## src/hw/rtl/bbpt_pkg.sv

```systemverilog
// Shared types, constants and op codes of the Bezier patch tessellator.
package bbpt_pkg;

  localparam int COORD_W          = 32;
  localparam int PARAM_W          = 17;
  localparam int SLOT_W           = 10;
  localparam int OP_W             = 2;
  localparam int TBL_DEPTH        = 16;
  localparam int QUEUE_DEPTH      = 4;
  localparam int POINT_DEPTH_DEF  = 1024;
  localparam int COORD_WIDTH_DEF  = 32;
  localparam logic [PARAM_W-1:0] ONE_Q16 = 17'd65536;

  localparam logic [OP_W-1:0] OP_LOAD_POINT = 2'd0;
  localparam logic [OP_W-1:0] OP_LOAD_INDEX = 2'd1;
  localparam logic [OP_W-1:0] OP_TESS       = 2'd2;

  // One queued command, cell parameters already clamped
  typedef struct packed {
    logic [OP_W-1:0]    op;
    logic [SLOT_W-1:0]  slot;
    logic [SLOT_W-1:0]  point_ref;
    logic [COORD_W-1:0] px;
    logic [COORD_W-1:0] py;
    logic [COORD_W-1:0] pz;
    logic [PARAM_W-1:0] u0;
    logic [PARAM_W-1:0] u1;
    logic [PARAM_W-1:0] v0;
    logic [PARAM_W-1:0] v1;
  } cmd_t;

endpackage

```

## src/hw/rtl/bbpt_front.sv

```systemverilog
// Front end: accept commands, drop unknown ops, clamp cell parameters, queue.
module bbpt_front import bbpt_pkg::*; (
  input  logic               clk,
  input  logic               rst_n,
  input  logic               start,
  output logic               busy,
  input  logic [OP_W-1:0]    in_op,
  input  logic [SLOT_W-1:0]  in_slot,
  input  logic [SLOT_W-1:0]  in_point_ref,
  input  logic [COORD_W-1:0] in_px,
  input  logic [COORD_W-1:0] in_py,
  input  logic [COORD_W-1:0] in_pz,
  input  logic [PARAM_W-1:0] in_cell_u,
  input  logic [PARAM_W-1:0] in_cell_v,
  input  logic [PARAM_W-1:0] in_step,
  output logic               q_valid,
  output cmd_t               q_cmd,
  input  logic               q_pop
);

  localparam int QAW = $clog2(QUEUE_DEPTH);

  cmd_t             queue_r [QUEUE_DEPTH];
  logic [QAW-1:0]   wr_ptr_r, rd_ptr_r;
  logic [QAW:0]     count_r;
  logic             accept, push, known;
  logic [PARAM_W:0] u_end, v_end;
  cmd_t             cmd;

  function automatic logic [PARAM_W-1:0] clamp_p(input logic [PARAM_W:0] p);
    if (p > {1'b0, ONE_Q16}) begin
      return ONE_Q16;
    end
    return p[PARAM_W-1:0];
  endfunction

  // Classify the beat and build the queue entry
  always_comb begin
    u_end         = {1'b0, in_cell_u} + {1'b0, in_step};
    v_end         = {1'b0, in_cell_v} + {1'b0, in_step};
    cmd.op        = in_op;
    cmd.slot      = in_slot;
    cmd.point_ref = in_point_ref;
    cmd.px        = in_px;
    cmd.py        = in_py;
    cmd.pz        = in_pz;
    cmd.u0        = clamp_p({1'b0, in_cell_u});
    cmd.u1        = clamp_p(u_end);
    cmd.v0        = clamp_p({1'b0, in_cell_v});
    cmd.v1        = clamp_p(v_end);
    known         = (in_op == OP_LOAD_POINT) || (in_op == OP_LOAD_INDEX) || (in_op == OP_TESS);
  end

  assign busy    = (count_r == (QAW+1)'(QUEUE_DEPTH));
  assign accept  = start && !busy;
  assign push    = accept && known;
  assign q_valid = (count_r != '0);
  assign q_cmd   = queue_r[rd_ptr_r];

  // Queue storage
  always_ff @(posedge clk) begin
    if (push) begin
      queue_r[wr_ptr_r] <= cmd;
    end
  end

  // Queue pointers and fill count
  always_ff @(posedge clk) begin
    if (!rst_n) begin
      wr_ptr_r <= '0;
      rd_ptr_r <= '0;
      count_r  <= '0;
    end else begin
      if (push) begin
        wr_ptr_r <= wr_ptr_r + 1'b1;
      end
      if (q_pop) begin
        rd_ptr_r <= rd_ptr_r + 1'b1;
      end
      if (push && !q_pop) begin
        count_r <= count_r + 1'b1;
      end else if (!push && q_pop) begin
        count_r <= count_r - 1'b1;
      end
    end
  end

endmodule

```

## config.mk

```make
export PLATFORM = sky130hd
export DESIGN_NAME = bbpt_front
export DESIGN_NICKNAME = d
export VERILOG_FILES = /design/src/hw/rtl/bbpt_pkg.sv /design/src/hw/rtl/bbpt_front.sv
export SDC_FILE = /design/constraint.sdc
export NUM_CORES = 1
export LEC_CHECK = 0
export BUFFER_PORTS_ARGS = -buffer_cell sky130_fd_sc_hd__buf_4
export CORE_ASPECT_RATIO = 1.2
export CORE_MARGIN = 2
export CORE_UTILIZATION = 40
export CTS_BUF_LIST = sky130_fd_sc_hd__clkbuf_4 sky130_fd_sc_hd__clkbuf_8
export CTS_CLUSTER_DIAMETER = 150
export CTS_CLUSTER_SIZE = 16
export DETAILED_ROUTE_END_ITERATION = 6
export SLEW_MARGIN = 20
export SYNTH_ARGS = -nofsm -noshare
export SYNTH_HDL_FRONTEND = slang
export SYNTH_SLANG_ARGS = --single-unit
export TNS_END_PERCENT = 10
```

## constraint.sdc

```tcl
create_clock -name clk -period 16.4 [get_ports clk]
set_clock_uncertainty 0.2 [all_clocks]
set_input_delay 3.28 -clock clk [delete_from_list [all_inputs] [get_ports clk]]
set_output_delay 3.28 -clock clk [all_outputs]
set_load 0.05 [all_outputs]
```

==> results of run 1 <==
cell usage after synthesis (all sizes together) (10+ instances only):
cell and n:
edfxtp 744, mux4 186, ha 39, nor2b 38, a21oi 34, nor2 33
buf 29, clkbuf 20, nand2 17, o21ai 16, xnor2 14, xor2 13
a211oi 10, and2 10, inv 10
how the worst max path moves through the flow:
| stage | to | slack [ns] | cells after the start |
|---|---|---|---|
| floorplan | queue_r[0][0]$_DFFE_PP_ | 7.67 | 4 |
| global placement | queue_r[2][106]$_DFFE_PP_ | 9.65 | 7 |
| detailed placement | queue_r[3][0]$_DFFE_PP_ | 9.62 | 10 |
| CTS | q_cmd[92] | 9.32 | 3 |
| global route | q_cmd[112] | 9.33 | 3 |
| finish | q_cmd[58] | 9.58 | 3 |
registers in the layout (all words and copies together) (netlist names), named ones only:
signal and cells:
queue_r 744, wr_ptr_r 2, rd_ptr_r 2, count_r 3
worst max-delay path, cell delays in order (launching register included):
cell and delay (ns):
dfxtp_4 1.00, buf_4 0.89, mux4_2 0.47, buf_4 0.22
layout make-up:
class                      instances  area (um2)
tap                              935        1170
antenna                            2        5.00
multi-input combinational        491        6450
fill                            6038       38400
clock inverter                     2        23.8
inverter                          10        37.5
sequential                       753       22500
timing repair buffer             376        2840
clock buffer                      65         832
stage by stage:
stage / setup slack [ns] / total power [uW] / cell area (um2) / util / hold WS, ns
3_5_place_dp: 9.62 / 3290 / 33000 / 0.457 / 0.334
2_1_floorplan: 7.67 / 2980 / 29200 / - / 0.267
5_1_grt: 9.33 / 4270 / 33900 / 0.469 / 0.391
6_report: 9.58 / 4110 / 33900 / 0.469 / 0.341
3_3_place_gp: 9.65 / 3270 / 33000 / 0.457 / 0.288
4_1_cts: 9.32 / 4170 / 33900 / 0.469 / 0.354
power breakdown:
group | internal [uW] | switching [uW]
clock network | 328 | 555
registers | 2260 | 37.1
logic | 307 | 618
total | 2900 | 1210
logic make-up (layout without fill, tap and decap cells):
group | count (synthesis) | count (layout) | share of synthesized area
AOI/OAI and AO/OA | 95 | 95 | 0.0234
xor gates and xnor gates | 27 | 27 | 0.00809
adders and majority gates | 42 | 42 | 0.0188
buffers and inverters | 59 | 453 | 0.00887
DFF | 753 | 753 | 0.771
muxes | 188 | 188 | 0.144
other | 0 | 2 | 0
and+or+nand+nor | 139 | 139 | 0.0259
routing by layer:
metal,routed length [um],part of all wire,up-vias,GRT usage
li1,-,-,6183,-
met1,26400,0.42,7378,0.224
met2,31100,0.49,431,0.270
met3,4190,0.066,103,0.0379
met4,1720,0.027,2,0.0483
met5,13,0.00021,-,0
==> flow_metrics.tcl, run 1 <==
set metrics [dict create \
    status "completed" \
    final_common_cell "edfxtp_1" \
    whs_path_depth 2 \
    p_leak_uw 0.0112 \
    synth_seq_cells 753 \
    vias_per_cell 5.35 \
    initialDrtViolationCount 1133 \
    netlist_instances 1303 \
    worst_pin_slew_ns 1.09 \
    drive_gt1_frac 0.390 \
    hold_viol 0 \
    cts_resized 0 \
    clock_latency_ns 0.64 \
    drv_slew 0 \
    numCtsBuffers 53 \
    ys_seq_area_frac 0.771 \
    avgSynthCellArea_um2 22.4 \
    clock-sinks 753 \
    fp-row-count 108 \
    drc 0 \
    synth_largest_area_cell "edfxtp_1" \
    hold_path_class "flip-flop to flip-flop" \
    maxSlewHeadroom 0.271 \
    final-setup-viol-count 0 \
    routabilityCongestion 0.859 \
    htree_levels 2 \
    wl_per_cell_um 24.1 \
    die_w_um 251 \
    synth_edf_count 744 \
    clkTransAtPathRegs_ns 0.10 \
    dr_total_vias 14097 \
    post-cts-setup-buffers 0 \
    synth_cell_types 61 \
    p_per_area_nw_per_um2 121 \
    reg2reg_setup_slack_ns 12.76 \
    min_from "count_r[2]$_SDFFE_PN0P_" \
    port_buffers 360 \
    syn_nets 1518 \
    max_freq_mhz 147 \
    core_um2 72300 \
    arrival_ns 3.34 \
    die_y_um 300 \
    yosysTopAreaCellShare 0.765 \
    vdd.ir_drop.worst_mv 0.0502 \
    synth_ff_type "edfxtp_1" \
    syn-cell-area_um2 29200 \
    synth_area_leaders "edfxtp_1 (76%), mux4_2 (14%), ha_1 (1.7%)" \
    grt_pass1_vias 14609 \
    min_period_over_period 0.416 \
    ant_nets 0 \
    grt_pass1_wl_um 93200 \
    layout.nets 1900 \
    clockBufferDepth 3 \
    crit_type "flip-flop to primary output" \
    placed_cells 2565 \
    fin_cells 2634 \
    ys_async_sr_fraction 0 \
    first_pass_iters 5 \
    r2r_start "count_r[0]$_SDFFE_PN0P_" \
    critPathRequiredTime_ns 12.92 \
    gr-total-overflow 0 \
    dieArea_um2 75200 \
    area_growth_pct 16.0 \
    worst-path-max-fanout 64 \
    ys_warn_count 0 \
    cp-start-kind "flip-flop" \
    grt_usage 0.165 \
    ff2ff_path_depth 5 \
    whs_endpoint "count_r[2]$_SDFFE_PN0P_" \
    timing.setup.tns_ns 0 \
    maxCapViolations 0 \
    rsz0062_at_grt "no" \
    grt_max_degree 102 \
    worstReg2RegEnd "queue_r[2][106]$_DFFE_PP_" \
    cts_tree "done" \
    hpwl_um 41000 \
    start_util 0.404 \
    wirelength_um 63400 \
    final_cell_mix "edfxtp_1 (744), buf_4 (374), mux4_2 (186), clkbuf_8 (55), ha_1 (39)" \
    antenna_found_initial 2 \
    hold_buffers 0 \
    io_pins 361 \
    root_buffer "clkbuf_8" \
    cp-end-kind "primary output" \
    period_minus_slack_ns 6.82 \
]
(Power assumes the default switching activity.)
==> run 2: changes to the inputs <==
==> constraint.sdc (replaced) <==
create_clock -name clk -period 7 [get_ports clk]
set_clock_uncertainty 0.2 [all_clocks]
set_input_delay 1.4 -clock clk [delete_from_list [all_inputs] [get_ports clk]]
set_output_delay 1.4 -clock clk [all_outputs]
set_load 0.05 [all_outputs]
==> run 2 against run 1 <==
Against the previous run: sequential share of layout area decreased by 0.073 points; combinational power increased by 140%; register-to-register slack got worse by 8.8 ns; non-clock buffer count is the same; flip-flop and latch count did not move; highest routed layer is now met4; utilization increased by 0.052 points; power grew 130%; final cell count shrank 0.38%; sequential power increased by 130%.
==> flow_metrics.tcl, run 2 (synthesis results as in run 1) <==
set metrics [dict create \
    core_um2 72300 \
    dieArea_um2 75200 \
    vdd.ir_drop.worst_mv 0.136 \
    ant_nets 0 \
    io_pins 361 \
    r2r_start "count_r[0]$_SDFFE_PN0P_" \
    worst-path-max-fanout 68 \
    initialDrtViolationCount 1036 \
    crit_type "flip-flop to primary output" \
    port_buffers 360 \
    numCtsBuffers 53 \
    layout.nets 1900 \
    hold_viol 0 \
    whs_path_depth 2 \
    cp-end-kind "primary output" \
    clockBufferDepth 3 \
    critPathRequiredTime_ns 5.40 \
    worst_pin_slew_ns 0.976 \
    arrival_ns 3.06 \
    p_per_area_nw_per_um2 282 \
    hold_path_class "flip-flop to flip-flop" \
    min_period_over_period 0.666 \
    largest_reg_flops 744 \
    cts_tree "done" \
    cts_resized 0 \
    post-cts-setup-buffers 0 \
    fp-row-count 108 \
    timing.setup.tns_ns 0 \
    area_growth_pct 16.1 \
    wl_per_cell_um 24.3 \
    die_y_um 300 \
    routabilityCongestion 0.832 \
    drv_slew 0 \
    cp-start-kind "flip-flop" \
    top_register "queue_r" \
    top_regs "queue_r x744, count_r x3" \
    clock_latency_ns 0.65 \
    final_cell_mix "edfxtp_1 (744), buf_4 (365), mux4_2 (186), clkbuf_8 (55), ha_1 (39)" \
    htree_levels 2 \
    ff2ff_path_depth 4 \
    vias_per_cell 5.31 \
    whs_endpoint "count_r[2]$_SDFFE_PN0P_" \
    placed_cells 2564 \
    grt_usage 0.168 \
    final_util 0.469 \
    status "completed" \
    gr-total-overflow 0 \
    die_w_um 251 \
    reg2reg_setup_slack_ns 4.01 \
    min_from "count_r[2]$_SDFFE_PN0P_" \
    clkTransAtPathRegs_ns 0.10 \
    grt_max_degree 94 \
    hold_buffers 0 \
    clock-sinks 753 \
    maxCapViolations 0 \
    start_util 0.404 \
    period_minus_slack_ns 4.66 \
    drive_gt1_frac 0.387 \
    final-setup-viol-count 0 \
    dr_total_vias 13944 \
    final_common_cell "edfxtp_1" \
    fin_cells 2624 \
    wirelength_um 63800 \
    maxSlewHeadroom 0.341 \
    p_leak_uw 0.0111 \
    worstReg2RegEnd "queue_r[3][143]$_DFFE_PP_" \
    rsz0062_at_grt "no" \
    grt_pass1_vias 14538 \
    hpwl_um 40900 \
    antenna_found_initial 2 \
    drc 0 \
    root_buffer "clkbuf_8" \
    first_pass_iters 5 \
    max_freq_mhz 214 \
    grt_pass1_wl_um 94400 \
]
-- run 2: cell types whose count changed in the layout (fill, tap and decap cells not counted) --
cell      before  now
buf_12         1   10
buf_4        374  365
clkbuf_4      10    1
a31oi_2        0    1
a31oi_4        1    0
buf_6          1    0
buf_8          0    1
diode_2        2    1
-- run 2: worst max-delay path by stage --
stage,from,endpoint,slack (ns),depth (start not counted)
6_report,flip-flop,q_cmd[102],2.34,3
3_3_place_gp,in_cell_v[0],queue_r[0][1]$_DFFE_PP_,2.24,10
4_1_cts,flip-flop,q_cmd[51],2.14,3
3_5_place_dp,in_cell_v[0],queue_r[0][0]$_DFFE_PP_,2.17,10
2_1_floorplan,in_op[0],queue_r[2][0]$_DFFE_PP_,0.15,4
5_1_grt,flip-flop,q_cmd[92],2.04,3
-- run 2: per-stage QoR --
step	hold WS, ns	cell area (um2)	worst slack [ns]	power, uW
2_1_floorplan	0.267	29200	0.153	6990
3_3_place_gp	0.281	33100	2.24	7690
3_5_place_dp	0.343	33100	2.17	7710
4_1_cts	0.362	33900	2.14	9720
5_1_grt	0.431	33900	2.04	9970
6_report	0.372	33900	2.34	9570
-- run 2: final cells by class --
| class | count | area, um2 |
|---|---|---|
| inverters | 10 | 37.5 |
| clock inverters | 2 | 23.8 |
| diodes | 1 | 2.50 |
| well taps | 935 | 1170 |
| clock buffers | 56 | 764 |
| multi-input cells | 491 | 6440 |
| fillers | 6064 | 38400 |
| flip-flops and latches | 753 | 22500 |
| repair buffers | 376 | 2960 |
-- run 2: report_power, final --
group | switching (uW) | total [uW] | internal (uW) | leakage [uW]
sequential | 84.9 | 5380 | 5300 | 0.00691
combinational | 1450 | 2180 | 731 | 0.00382
clock | 1290 | 2010 | 715 | 0.000407
total | 2830 | 9570 | 6740 | 0.0111
-- run 2: critical path, stage by stage, from the launching register on --
cell and delay, ns:
dfxtp_4 0.90, buf_12 0.50, mux4_2 0.60, buf_4 0.21
-- run 2: metal layers --
layer	track usage	up-vias	wire length (um)
met3	0.0405	65	4220
met4	0.0375	0	1130
li1	-	6167	-
met5	0	-	0
met2	0.281	375	31600
met1	0.226	7337	26800
